<file path="src/sv/mrsp_pkg.sv">
// ============================================================================
// mrsp_pkg
// Shared types and constants of the menu record stream parser: the input and
// result item layouts, the result kind codes and the string field limits.
// ============================================================================
package mrsp_pkg;

  // Result kind codes
  localparam logic [2:0] KIND_CHAR = 3'd0;
  localparam logic [2:0] KIND_DONE = 3'd1;
  localparam logic [2:0] KIND_END  = 3'd2;
  localparam logic [2:0] KIND_ERR  = 3'd3;
  localparam logic [2:0] KIND_OVF  = 3'd4;

  // String field codes
  localparam logic [1:0] FIELD_TEXT    = 2'd0;
  localparam logic [1:0] FIELD_COMMAND = 2'd1;
  localparam logic [1:0] FIELD_ENV_ID  = 2'd2;
  localparam logic [1:0] FIELD_PREFIX  = 2'd3;

  // Maximum kept length of each string field
  localparam logic [8:0] TEXT_MAX_LEN    = 9'd128;
  localparam logic [8:0] COMMAND_MAX_LEN = 9'd256;
  localparam logic [8:0] ENV_ID_MAX_LEN  = 9'd64;
  localparam logic [8:0] PREFIX_MAX_LEN  = 9'd64;

  // Register reset value
  localparam logic [7:0] ENTRY_LIMIT_RESET = 8'd16;

  // Input item
  typedef struct packed {
    logic [7:0] data_byte;
    logic       byte_present;
    logic       end_of_file;
  } in_item_t;

  // Result item
  typedef struct packed {
    logic [2:0]  result_kind;
    logic [1:0]  string_field;
    logic [7:0]  char_position;
    logic [7:0]  char_value;
    logic [7:0]  record_type;
    logic [31:0] record_flags;
    logic [7:0]  record_index;
    logic        run_last;
  } out_item_t;

  // Queue entry: all results of one input item. A second result never
  // carries payload, so only its kind is kept.
  typedef struct packed {
    out_item_t  first;
    logic       has_second;
    logic [2:0] second_kind;
  } entry_t;

  // Kept length limit of a string field
  function automatic logic [8:0] field_limit(input logic [1:0] field);
    logic [8:0] lim;
    unique case (field)
      FIELD_TEXT:    lim = TEXT_MAX_LEN;
      FIELD_COMMAND: lim = COMMAND_MAX_LEN;
      FIELD_ENV_ID:  lim = ENV_ID_MAX_LEN;
      default:       lim = PREFIX_MAX_LEN;
    endcase
    return lim;
  endfunction

endpackage

</file>
<file path="src/sv/mrsp_front.sv">
// ============================================================================
// mrsp_front
// Front end: accepts input items while the queue has room, runs the record
// parser one byte a cycle and queues the results of each item as one entry.
// ============================================================================
module mrsp_front (
  input  logic              clk_i,
  input  logic              rst_ni,
  input  logic              in_valid_i,
  output logic              in_ready_o,
  input  mrsp_pkg::in_item_t in_data_i,
  input  logic              cfg_we_i,
  input  logic [7:0]        cfg_wdata_i,
  input  logic              space_i,
  output logic              push_o,
  output mrsp_pkg::entry_t  entry_o
);
  import mrsp_pkg::*;

  typedef enum logic [2:0] {
    PH_TYPE,
    PH_FLAGS,
    PH_LEN,
    PH_STR,
    PH_TERM
  } phase_e;

  phase_e      phase_q, phase_d;
  logic [2:0]  digit_q, digit_d;
  logic [27:0] acc_q, acc_d;
  logic [15:0] rem_q, rem_d;
  logic [8:0]  kept_q, kept_d;
  logic [1:0]  cur_q, cur_d;
  logic [7:0]  type_q, type_d;
  logic [31:0] flags_q, flags_d;
  logic [7:0]  rec_q, rec_d;
  logic        stop_q, stop_d;
  logic        fbad_q, fbad_d;
  logic [7:0]  max_q;

  logic        accept;
  logic        bad;
  logic [3:0]  dig;
  logic        r0_v, r1_v;
  out_item_t   r0;
  logic [2:0]  r1_kind;
  logic [2:0]  end_kind;

  // Hex digit decode: bit 4 set means not a hex digit
  function automatic logic [4:0] hex_value(input logic [7:0] b);
    logic [4:0] v;
    if (b >= "0" && b <= "9") begin
      v = {1'b0, 4'(b - "0")};
    end else if (b >= "a" && b <= "f") begin
      v = {1'b0, 4'(b - "a" + 8'd10)};
    end else if (b >= "A" && b <= "F") begin
      v = {1'b0, 4'(b - "A" + 8'd10)};
    end else begin
      v = 5'h10;
    end
    return v;
  endfunction

  assign in_ready_o = space_i;
  assign accept     = in_valid_i && space_i;

  // Parser next state and results
  always_comb begin
    logic [4:0] hv;
    hv       = hex_value(in_data_i.data_byte);
    bad      = hv[4];
    dig      = hv[3:0];
    phase_d  = phase_q;
    digit_d  = digit_q;
    acc_d    = acc_q;
    rem_d    = rem_q;
    kept_d   = kept_q;
    cur_d    = cur_q;
    type_d   = type_q;
    flags_d  = flags_q;
    rec_d    = rec_q;
    stop_d   = stop_q;
    fbad_d   = fbad_q;
    r0       = '0;
    r0_v     = 1'b0;
    r1_v     = 1'b0;
    r1_kind  = KIND_END;
    end_kind = KIND_END;

    if (accept && !stop_q) begin
      // byte first
      if (in_data_i.byte_present) begin
        unique case (phase_q)
          PH_TYPE: begin
            if (digit_q == 3'd0) begin
              if (rec_q >= max_q) begin
                r0_v           = 1'b1;
                r0.result_kind = KIND_OVF;
                stop_d         = 1'b1;
              end else begin
                fbad_d  = bad;
                acc_d   = {24'd0, dig};
                digit_d = 3'd1;
              end
            end else if (fbad_q || bad) begin
              r0_v           = 1'b1;
              r0.result_kind = KIND_ERR;
              stop_d         = 1'b1;
            end else begin
              type_d  = {acc_q[3:0], dig};
              acc_d   = '0;
              digit_d = 3'd0;
              phase_d = PH_FLAGS;
            end
          end
          PH_FLAGS: begin
            if (bad) begin
              r0_v           = 1'b1;
              r0.result_kind = KIND_ERR;
              stop_d         = 1'b1;
            end else if (digit_q == 3'd7) begin
              flags_d = {acc_q, dig};
              acc_d   = '0;
              digit_d = 3'd0;
              cur_d   = FIELD_TEXT;
              phase_d = PH_LEN;
            end else begin
              acc_d   = {acc_q[23:0], dig};
              digit_d = digit_q + 3'd1;
            end
          end
          PH_LEN: begin
            if (bad) begin
              r0_v           = 1'b1;
              r0.result_kind = KIND_ERR;
              stop_d         = 1'b1;
            end else if (digit_q == 3'd3) begin
              rem_d   = {acc_q[11:0], dig};
              acc_d   = '0;
              digit_d = 3'd0;
              kept_d  = '0;
              if ({acc_q[11:0], dig} != 16'd0) begin
                phase_d = PH_STR;
              end else if (cur_q == FIELD_PREFIX) begin
                phase_d = PH_TERM;
              end else begin
                cur_d   = cur_q + 2'd1;
                phase_d = PH_LEN;
              end
            end else begin
              acc_d   = {acc_q[23:0], dig};
              digit_d = digit_q + 3'd1;
            end
          end
          PH_STR: begin
            if (kept_q < field_limit(cur_q)) begin
              r0_v             = 1'b1;
              r0.result_kind   = KIND_CHAR;
              r0.string_field  = cur_q;
              r0.char_position = kept_q[7:0];
              r0.char_value    = in_data_i.data_byte;
              kept_d           = kept_q + 9'd1;
            end
            rem_d = rem_q - 16'd1;
            if (rem_q == 16'd1) begin
              if (cur_q == FIELD_PREFIX) begin
                phase_d = PH_TERM;
              end else begin
                cur_d   = cur_q + 2'd1;
                phase_d = PH_LEN;
              end
            end
          end
          default: begin
            // terminator: record summary, then overflow check
            r0_v            = 1'b1;
            r0.result_kind  = KIND_DONE;
            r0.record_type  = type_q;
            r0.record_flags = flags_q;
            r0.record_index = rec_q;
            rec_d           = rec_q + 8'd1;
            phase_d         = PH_TYPE;
            digit_d         = 3'd0;
            acc_d           = '0;
            fbad_d          = 1'b0;
            if (({1'b0, rec_q} + 9'd1) >= {1'b0, max_q}) begin
              r1_v    = 1'b1;
              r1_kind = KIND_OVF;
              stop_d  = 1'b1;
            end
          end
        endcase
      end

      // then end of file
      if (!stop_d && in_data_i.end_of_file) begin
        if (phase_d == PH_TYPE && digit_d <= 3'd1) begin
          end_kind = (digit_d == 3'd0 && rec_d >= max_q) ? KIND_OVF : KIND_END;
        end else begin
          end_kind = KIND_ERR;
        end
        stop_d = 1'b1;
        if (r0_v) begin
          r1_v    = 1'b1;
          r1_kind = end_kind;
        end else begin
          r0_v           = 1'b1;
          r0.result_kind = end_kind;
        end
      end
    end
  end

  // Queue entry
  always_comb begin
    entry_o                = '0;
    entry_o.first          = r0;
    entry_o.first.run_last = !r1_v;
    entry_o.has_second     = r1_v;
    entry_o.second_kind    = r1_kind;
  end
  assign push_o = r0_v;

  // Parser state and register
  always_ff @(posedge clk_i or negedge rst_ni) begin
    if (!rst_ni) begin
      phase_q <= PH_TYPE;
      digit_q <= '0;
      acc_q   <= '0;
      rem_q   <= '0;
      kept_q  <= '0;
      cur_q   <= '0;
      type_q  <= '0;
      flags_q <= '0;
      rec_q   <= '0;
      stop_q  <= 1'b0;
      fbad_q  <= 1'b0;
      max_q   <= ENTRY_LIMIT_RESET;
    end else begin
      phase_q <= phase_d;
      digit_q <= digit_d;
      acc_q   <= acc_d;
      rem_q   <= rem_d;
      kept_q  <= kept_d;
      cur_q   <= cur_d;
      type_q  <= type_d;
      flags_q <= flags_d;
      rec_q   <= rec_d;
      stop_q  <= stop_d;
      fbad_q  <= fbad_d;
      if (cfg_we_i) begin
        max_q <= cfg_wdata_i;
      end
    end
  end

endmodule

</file>
<file path="src/sv/mrsp_queue.sv">
// ============================================================================
// mrsp_queue
// Small register FIFO of result entries between the parser front end and
// the result back end.
// ============================================================================
module mrsp_queue #(
  parameter int DEPTH = 4
) (
  input  logic             clk_i,
  input  logic             rst_ni,
  input  logic             push_i,
  input  mrsp_pkg::entry_t entry_i,
  output logic             space_o,
  input  logic             pop_i,
  output logic             avail_o,
  output mrsp_pkg::entry_t head_o
);
  import mrsp_pkg::*;

  localparam int PW = $clog2(DEPTH);
  localparam int CW = $clog2(DEPTH + 1);

  entry_t          mem_q [DEPTH];
  logic [PW-1:0]   wr_q, rd_q;
  logic [CW-1:0]   cnt_q;
  logic            do_push, do_pop;

  assign space_o = cnt_q != CW'(DEPTH);
  assign avail_o = cnt_q != '0;
  assign head_o  = mem_q[rd_q];
  assign do_push = push_i && space_o;
  assign do_pop  = pop_i && avail_o;

  // Entry storage
  always_ff @(posedge clk_i) begin
    if (do_push) begin
      mem_q[wr_q] <= entry_i;
    end
  end

  // Pointers and fill count
  always_ff @(posedge clk_i or negedge rst_ni) begin
    if (!rst_ni) begin
      wr_q  <= '0;
      rd_q  <= '0;
      cnt_q <= '0;
    end else begin
      if (do_push) begin
        wr_q <= (wr_q == PW'(DEPTH - 1)) ? '0 : wr_q + PW'(1);
      end
      if (do_pop) begin
        rd_q <= (rd_q == PW'(DEPTH - 1)) ? '0 : rd_q + PW'(1);
      end
      if (do_push && !do_pop) begin
        cnt_q <= cnt_q + CW'(1);
      end else if (do_pop && !do_push) begin
        cnt_q <= cnt_q - CW'(1);
      end
    end
  end

endmodule

</file>
<file path="src/sv/mrsp_back.sv">
// ============================================================================
// mrsp_back
// Back end: takes queue entries and issues their one or two result items
// through an output register.
// ============================================================================
module mrsp_back (
  input  logic               clk_i,
  input  logic               rst_ni,
  input  logic               avail_i,
  input  mrsp_pkg::entry_t   head_i,
  output logic               pop_o,
  output logic               out_valid_o,
  input  logic               out_ready_i,
  output mrsp_pkg::out_item_t out_data_o
);
  import mrsp_pkg::*;

  logic       valid_q;
  out_item_t  data_q;
  logic       pend_q;
  logic [2:0] pend_kind_q;
  logic       slot_free;
  out_item_t  second;

  assign slot_free   = !valid_q || out_ready_i;
  assign pop_o       = slot_free && !pend_q && avail_i;
  assign out_valid_o = valid_q;
  assign out_data_o  = data_q;

  // Second result of an entry: kind only, always last of its item
  always_comb begin
    second             = '0;
    second.result_kind = pend_kind_q;
    second.run_last    = 1'b1;
  end

  // Output register: a pending second result goes before the next entry
  always_ff @(posedge clk_i or negedge rst_ni) begin
    if (!rst_ni) begin
      valid_q     <= 1'b0;
      pend_q      <= 1'b0;
      pend_kind_q <= KIND_END;
      data_q      <= '0;
    end else if (slot_free) begin
      if (pend_q) begin
        valid_q <= 1'b1;
        data_q  <= second;
        pend_q  <= 1'b0;
      end else if (avail_i) begin
        valid_q     <= 1'b1;
        data_q      <= head_i.first;
        pend_q      <= head_i.has_second;
        pend_kind_q <= head_i.second_kind;
      end else begin
        valid_q <= 1'b0;
      end
    end
  end

endmodule

</file>
<file path="src/sv/menu_record_stream_parser_core.sv">
// ============================================================================
// menu_record_stream_parser_core
// Boot-menu record stream parser: bytes in, kept string characters, record
// summaries and end, error and overflow results out.
// ============================================================================
// The block accepts one input item per clock cycle whenever its internal
// result queue (QDEPTH entries) has room. The parser front end handles each
// item in the cycle that it is accepted and queues all of its results
// together; the back end then issues one result item per cycle through an
// output register while out_ready_i is high. An item causes zero, one or two
// results; with a ready output port the sustained rate is one item per cycle
// for items with at most one result, while an item that ends with two (record
// done plus overflow, or a byte result plus the end result) holds the back
// end until both are issued. There is no clearing pass after reset. The user
// must write the entry limit register through cfg_we_i / cfg_wdata_i only
// while idle; the block itself does not enforce this.
module menu_record_stream_parser_core #(
  parameter int QDEPTH = 4
) (
  input  logic                clk_i,
  input  logic                rst_ni,
  input  logic                in_valid_i,
  output logic                in_ready_o,
  input  mrsp_pkg::in_item_t  in_data_i,
  output logic                out_valid_o,
  input  logic                out_ready_i,
  output mrsp_pkg::out_item_t out_data_o,
  input  logic                cfg_we_i,
  input  logic [7:0]          cfg_wdata_i
);
  import mrsp_pkg::*;

  logic   space, push, pop, avail;
  entry_t entry, head;

  // Parser front end
  mrsp_front u_front (
    .clk_i       (clk_i),
    .rst_ni      (rst_ni),
    .in_valid_i  (in_valid_i),
    .in_ready_o  (in_ready_o),
    .in_data_i   (in_data_i),
    .cfg_we_i    (cfg_we_i),
    .cfg_wdata_i (cfg_wdata_i),
    .space_i     (space),
    .push_o      (push),
    .entry_o     (entry)
  );

  // Result queue
  mrsp_queue #(
    .DEPTH (QDEPTH)
  ) u_queue (
    .clk_i   (clk_i),
    .rst_ni  (rst_ni),
    .push_i  (push),
    .entry_i (entry),
    .space_o (space),
    .pop_i   (pop),
    .avail_o (avail),
    .head_o  (head)
  );

  // Result back end
  mrsp_back u_back (
    .clk_i       (clk_i),
    .rst_ni      (rst_ni),
    .avail_i     (avail),
    .head_i      (head),
    .pop_o       (pop),
    .out_valid_o (out_valid_o),
    .out_ready_i (out_ready_i),
    .out_data_o  (out_data_o)
  );

endmodule
</file>
<file path="config.mk">
export PLATFORM = sky130hd
export DESIGN_NAME = menu_record_stream_parser_core
export DESIGN_NICKNAME = d
export VERILOG_FILES = /design/src/sv/mrsp_pkg.sv /design/src/sv/mrsp_front.sv /design/src/sv/mrsp_queue.sv /design/src/sv/mrsp_back.sv /design/src/sv/menu_record_stream_parser_core.sv
export SDC_FILE = /design/constraint.sdc
export NUM_CORES = 1
export LEC_CHECK = 0
export ABC_AREA = 1
export BUFFER_PORTS_ARGS = -buffer_cell sky130_fd_sc_hd__buf_2
export CORE_ASPECT_RATIO = 0.6
export CORE_MARGIN = 4
export CORE_UTILIZATION = 58
export CTS_CLUSTER_SIZE = 8
export DETAILED_ROUTE_END_ITERATION = 10
export GPL_TIMING_DRIVEN = 0
export PLACE_DENSITY = 0.79
export SLEW_MARGIN = 10
export SYNTH_ARGS = -nofsm -noshare
export SYNTH_HDL_FRONTEND = slang
export SYNTH_SLANG_ARGS = --single-unit
</file>
<file path="constraint.sdc">
create_clock -name clk_i -period 7.55 [get_ports clk_i]
set_clock_uncertainty 0.05 [all_clocks]
set_input_delay 1.51 -clock clk_i [delete_from_list [all_inputs] [get_ports clk_i]]
set_output_delay 1.51 -clock clk_i [all_outputs]
set_load 0.05 [all_outputs]
</file>
==> results of run 1 <==
## synth_stat cells (4+ instances only)
| master | instances | area, µm² |
|---|---|---|
| nand3_2 | 5 | 50.1 |
| xor2_1 | 6 | 52.6 |
| o31ai_1 | 4 | 30.0 |
| nand4_1 | 14 | 87.6 |
| nor2_4 | 5 | 56.3 |
| buf_2 | 5 | 25.0 |
| inv_1 | 155 | 582 |
| edfxtp_1 | 296 | 8890 |
| nor3_1 | 44 | 220 |
| nand2_1 | 236 | 886 |
| ha_1 | 49 | 613 |
| inv_2 | 7 | 26.3 |
| a21oi_1 | 47 | 235 |
| o211ai_1 | 4 | 30.0 |
| nand2_2 | 4 | 25.0 |
| o22ai_1 | 79 | 494 |
| clkbuf_1 | 86 | 323 |
| o21ai_0 | 286 | 1430 |
| nor2_1 | 245 | 920 |
| buf_1 | 12 | 45.0 |
| dfrtp_1 | 199 | 4980 |
| o21ai_1 | 5 | 25.0 |
| nand3_1 | 65 | 325 |
| a22o_1 | 66 | 578 |
## placed cells by master, fill, tap and decap left out, drive strengths merged, types with 4 or more instances in the layout
master / netlist / final
o21ai: 293 / 293
o211ai: 4 / 4
nor2: 252 / 252
nand4: 14 / 14
nor3: 46 / 46
clkbuf: 86 / 210
nand3: 70 / 70
xor2: 6 / 6
a22o: 66 / 66
edfxtp: 296 / 296
inv: 162 / 165
ha: 49 / 49
o22ai: 80 / 80
nand2: 243 / 243
buf: 19 / 125
a21oi: 50 / 50
o31ai: 4 / 4
dfrtp: 199 / 199
## routing by layer
metal  GRT usage, %  vias to the layer above  part of all wire (%)
met5              0                        -                     0
li1               -                     7277                     -
met1           42.9                     7886                    42
met4           8.79                        0                   2.7
met2           42.7                     1039                    43
met3           7.78                      144                    13
## worst max-delay path, delay by kind of cell
kind            cells  cell delay (ps)
fa+ha+maj           1              250
compound gates      2              700
buf+inv             8             1270
simple gates       10             1350
## power by group
part           switching (mW)  leakage [nW]  internal, mW  total, mW
combinational            2.80          3.64          1.09       3.89
clock                    1.18          1.01          1.85       3.02
sequential              0.348          5.28          3.46       3.80
total                    4.33          9.94          6.39       10.7
## registers in the layout, summed over array words and instances, names as in the netlist, 2 cells and up
signal	cells
u_back.out_data_o	70
u_queue.wr_q	2
u_front.type_q	8
u_front.rem_q	16
u_queue.cnt_q	3
u_front.max_q	8
u_front.digit_q	3
u_queue.rd_q	2
u_queue.mem_q	296
u_front.acc_q	28
u_back.pend_kind_q	3
u_front.phase_q	3
u_front.kept_q	9
u_front.flags_q	32
u_front.cur_q	2
u_front.rec_q	8
## through the flow
step           cells  total power, mW
2_1_floorplan   1965             6.37
5_1_grt         2677             11.2
3_3_place_gp    2534             7.44
4_1_cts         2677             10.7
3_5_place_dp    2547             7.60
6_report        2677             10.7
## layout make-up
| type | count | area share (%) |
|---|---|---|
| Sequential cell | 497 | 56.0 |
| Multi-Input combinational cell | 1200 | 25.8 |
| Clock buffer | 124 | 8.12 |
| Timing Repair Buffer | 106 | 3.11 |
| Inverter | 163 | 2.46 |
| Tap cell | 476 | 2.40 |
| Buffer | 105 | 1.64 |
| Clock inverter | 6 | 0.458 |
## path summary, 6_finish.rpt
check / start / cells after the start / slack, ps / to
min in group asynchronous: rst_ni / 1 / 920 / u_back.out_data_o[49]
worst min-delay path: u_front.flags_q[13] / 2 / 440 / u_front.flags_q[13]
max in group asynchronous: rst_ni / 2 / 5490 / u_front.rem_q[11]
worst max register to register: u_front.rec_q[0] / 23 / 2780 / u_queue.mem_q[2][25]
worst max-delay path: in_data_i[2] / 21 / 2660 / u_queue.mem_q[2][25]
worst min register to register: u_front.flags_q[13] / 2 / 440 / u_front.flags_q[13]
## logic make-up after synthesis
kind of cell	share of synthesized area (%)
AOI/OAI and AO/OA	13.9
xor gates and xnor gates	0.370
muxes	0.106
buffers and inverters	4.78
and+or+nand+nor	12.6
adders and majority gates	2.97
DFF	65.3
==> flow_summary.ini, run 1 <==
[final_layout]
utilization_pct = 68.5
fillers = 2486
drive_gt1_share_pct = 10.7
design_area_um2 = 24900
n_antenna_cell = 0
multi_input_comb_area_um2 = 6420
areaGrowthSynthToFinish_pct = 16.6
final_nets = 2218
seqCellArea_um2 = 13900

[setup_path]
worst_setup_path_end_kind = register
critPathLaunchType = input pin
crit_type = in -> reg
arrival_ps = 5120
required_ps = 7780
critical_path.cell_chain = buf_2 > inv_1 > ha_1 > inv_1 > nor2_1 > nand3_1 > nand3_1 > o21ai_4 > nand2_2 > inv_1 > nand2_1 > nand3_2 > nand3_1 > nand3_2 > nand2_2 > o21ai_4 > inv_2 > nor2_4 > buf_16 > buf_16 > buf_12
cp_slowest_cell = nor2_4
cp_max_fo = 26
slowest_delay_ps = 460

[yosys]
synth-edff-count = 296
synth_fp_nets = 2038
synth_area_um2 = 21300
synth_cells = 1965
synth.avg_cell_area_um2 = 10.9
ys_types = 46
synth_top_flop_cell = edfxtp_1
yosysSeqAreaShare_pct = 65.3
ys_async_sr_fraction_pct = 40.4
synth-seq-cells = 497
yosys_warnings = 0

[placed_design]
place.gp.congestion = 0.932
pre_cts_slack_ps = 2160
hpwl_mm = 39.0
io_buffers = 93
placed_area_um2 = 22700

[routing]
antenna_left = 0
wl_per_cell_um = 21.7
dr.pass1.iters = 6
num_vias = 16300
drc_errors = 0
drtIter0Drc = 2204
viasPerCell = 6.11
wirelength_mm = 58.0

[floorplan]
design.core.area_um2 = 36300
die_y_um = 157
rows = 54
fp.dieW_um = 256
start_util_pct = 58.8
die-area_um2 = 40000
ios = 95

[power]
irDropWorstVdd_mv = 0.200
p_leak_nw = 9.94
powerDensity_nw_per_um2 = 431

[timing]
finalCritPeriodShare_pct = 64.8
fin_ws_ps = 2660
holdWs_ps = 438
tightest_slew_ps = 1340
rsz0062_at_grt = no
slew_headroom_pct = 9.91
finalSetupViolCount = 0
slew_violations = 0
fin_crit_ps = 4890
fmax_ghz = 0.204
finalSetupTns_ps = 0
final_hold_viol_count = 0

[global_route]
antenna_found_initial = 2
grt_overflow = 0
grt_use_total_pct = 29.0
grt_pass1_wl_mm = 90.2
grt_max_degree = 103
grt_pass1_vias = 15700

[status]
status = complete, no violations

[min_path]
hp-class = reg -> reg

[clock_tree]
cts.path.max_buffers = 3
path_clk_slew_ps = 50
cts_hold_buf = 0
clockRootBuffer = clkbuf_16
htreeDepth = 3
cts_buffers = 72
cts_resized = 0
postCtsSetupRepairBufs = 0
cts_tree = yes
clock_sinks = 497
clock_latency_ps = 600

[flow_run]
drv_cap = 0
No activity file was read; power rests on OpenSTA's default activity.
==> run 2: changes to the inputs <==
- ABC_AREA: 1 -> 0
- CORE_UTILIZATION: 58 -> 55
- PLACE_DENSITY: 0.79 -> 0.78
- clock period: 7.55 -> 4 ns (I/O delays scaled with it)
==> run 2 against run 1 <==
Compared with the run above:
- die area grew 4.0%
- total power grew 50%
- global-route usage shrank 2.6 points
- sequential share of layout area grew 0.21 points
- setup slack lost 2600 ps
- area after synthesis shrank 1.2%
- via count shrank 17%
- utilization shrank 2.9 points
- sequential power grew 63%
- final cell count shrank 18%
- critical endpoint is now u_queue.cnt_q[2]
- largest power group is now sequential cells
==> flow_summary.ini, run 2 <==
[yosys]
synth_compound_area_share_pct = 9.37
synth_fa_ha_area_share_pct = 3.00
synth_area_um2 = 21100
synth_top_family_by_area = multiplexers
yosysTopAreaCell = edfxtp_1
synth.most_common_cell = edfxtp_1
ys_types = 74
synthTopCellsByCount = 296 x edfxtp_1, 199 x dfrtp_1, 133 x nand2_1
synth-seq-cells = 497
ys_async_sr_fraction_pct = 40.4
yosysSeqAreaShare_pct = 66.0
synth-edff-count = 296
synth.avg_cell_area_um2 = 14.8
synthMuxAreaShare_pct = 10.3
synth_fp_nets = 1502
synth_xor_area_share_pct = 0.873
synth_cells = 1429
synth.top_cell.area_share_pct = 42.2
ys_top_cells_by_area = edfxtp_1 42%, dfrtp_1 24%, mux4_2 7.9%
synth_top_flop_cell = edfxtp_1
yosys.area_share.simple_pct = 8.26
yosys_warnings = 0

[timing]
fin_crit_ps = 3990
finalSetupViolCount = 0
slew_headroom_pct = 20.3
final_hold_viol_count = 0
slew_violations = 0
fin_ws_ps = 13.5
fmax_ghz = 0.251
finalCritPeriodShare_pct = 99.7
tightest_slew_ps = 1180
rsz0062_at_grt = yes

[routing]
wirelength_mm = 53.8
num_vias = 13600
dr.pass1.iters = 7
drc_errors = 0
drtIter0Drc = 1599
viasPerCell = 6.20
antenna_left = 0
wl_per_cell_um = 24.5

[floorplan]
rows = 55
design.core.area_um2 = 37800
fp.dieW_um = 261
start_util_pct = 55.8
die-area_um2 = 41600
ios = 95
die_y_um = 160

[placed_design]
hpwl_mm = 33.6
dp_cells = 2043
placed_area_um2 = 22400
place.gp.congestion = 0.891
io_buffers = 93
pre_cts_slack_ps = -603

[setup_path]
critical_path.cell_chain = inv_4 > ha_1 > and4_4 > a221o_1 > a311oi_4 > nor2_2 > o221a_4 > o21a_4 > o31a_4 > inv_1 > ha_2 > inv_1 > fa_1 > xor2_1 > nor2_1 > xor2_1
arrival_ps = 4450
path_buf_inv = 3
cp_top_family = compound AO/OA/AOI/OAI gates
required_ps = 4460
cp_max_fo = 8
slowest_delay_ps = 550
critPathLaunchType = register
crit_type = reg -> reg
worst_setup_path_end_kind = register
cp_slowest_cell = dfstp_2

[clock_tree]
cts.path.max_buffers = 3
cts_tree = yes
clockRootBuffer = clkbuf_16
htreeDepth = 3
cts_buffers = 72
clock_latency_ps = 590
clock_sinks = 497
path_clk_slew_ps = 60

[final_layout]
final_nets = 1696
largest_register_ffs = 296
design_area_um2 = 24800
n_antenna_cell = 0
regMostFlops = u_queue.mem_q
final_common_cell = edfxtp_1
multi_input_comb_area_um2 = 6840
seqCellArea_um2 = 13900
final_cell_mix = 296 x edfxtp_1, 195 x dfrtp_1, 133 x nand2_1, 109 x clkbuf_1, 98 x buf_2
layout.cells.non_filler = 2193
fillers = 2492
drive_gt1_share_pct = 22.6
areaGrowthSynthToFinish_pct = 17.5

[power]
comb_power_share_pct = 26.1
p_leak_nw = 10.1
powerDensity_nw_per_um2 = 647
seqPwrFrac_pct = 38.6
p_clk_share_pct = 35.2
p_sw_mw = 5.35
irDropWorstVdd_mv = 0.382
intPower_mw = 10.7
finalPower_mw = 16.0
switching_share_pct = 33.4

[global_route]
grt_pass1_wl_mm = 82.9
grt_overflow = 0
antenna_found_initial = 0
grt_max_degree = 84
grt_pass1_vias = 13900
grt_use_total_pct = 26.4

[flow_run]
drv_cap = 0

[min_path]
hp-class = in -> async

[status]
status = complete, no violations
run 2: metrics by stage:
stage	hold WS (ps)	TNS (ps)	util, %
finish	33.7	0	65.6
global route	44.7	-1600	65.6
CTS	39.2	0	65.5
detailed placement	404	-126690	59.3
global placement	403	-512450	58.8
floorplan	389	0	-
run 2: what timing repair did:
| action | 4_1_cts | 5_1_grt |
|---|---|---|
| resized for setup | 22 | 10 |
| pin swaps | 4 | 1 |
| setup buffers | 15 | 1 |
| setup endpoints to repair | 298 | 144 |
| hold buffers | 0 | 0 |
| gates cloned | 4 | 0 |
| hold endpoints to repair | 0 | 0 |
run 2: area by class of cell:
class	instances	area share [%]
buffer	76	1.36
clock buffer	123	8.04
inverter	34	0.525
timing repair buffer	117	3.10
multi-input combinational	825	27.6
tap	513	2.59
clock inverter	8	0.566
sequential	497	56.2
run 2: final timing paths:
kind	start	to	slack [ps]	cells after the start
max in group asynchronous	rst_ni	u_front.acc_q[8]	2680	3
hold / removal	rst_ni	u_back.out_data_o[4]	30	1
setup / recovery	u_front.max_q[4]	u_queue.cnt_q[2]	10	16
hold reg to reg	u_back.pend_kind_q[1]	u_back.pend_kind_q[1]	410	2
min in group clk_i	cfg_wdata_i[6]	u_front.max_q[6]	380	3
setup reg to reg	u_front.max_q[4]	u_queue.cnt_q[2]	10	16
run 2: per-layer routing:
metal	track usage, %	routed length [µm]	vias to the layer above
met5	0	0	-
met4	8.48	1470	0
met3	8.58	5760	103
met2	38.4	24100	734
met1	38.2	22500	6934
li1	-	-	5829
run 2: worst register-to-register path, cell delays in order (launching register included):
cell      delay [ps]
dfstp_2          550
inv_4             60
ha_1             290
and4_4           170
a221o_1          360
a311oi_4         270
nor2_2            70
o221a_4          280
o21a_4           250
o31a_4           340
inv_1             90
ha_2             180
inv_1             60
fa_1             430
xor2_1           180
nor2_1           140
xor2_1           150
run 2: kinds of logic after synthesis:
logic type	count (synthesis)
AO/OA/AOI/OAI	280
multiplexers	118
AND/OR/NAND/NOR	352
flip-flops	497
adder cells (fa/ha/maj)	50
XOR/XNOR	21
buffers and inverters	111
run 2: power by group through the flow:
stage          clock network (mW)  registers (mW)  logic [mW]
3_3_place_gp                    0            6.23        3.97
5_1_grt                      5.98            6.23        4.45
4_1_cts                      5.70            6.18        4.20
3_5_place_dp                    0            6.26        4.07
6_report                     5.65            6.19        4.19
2_1_floorplan                   0            7.35        1.85
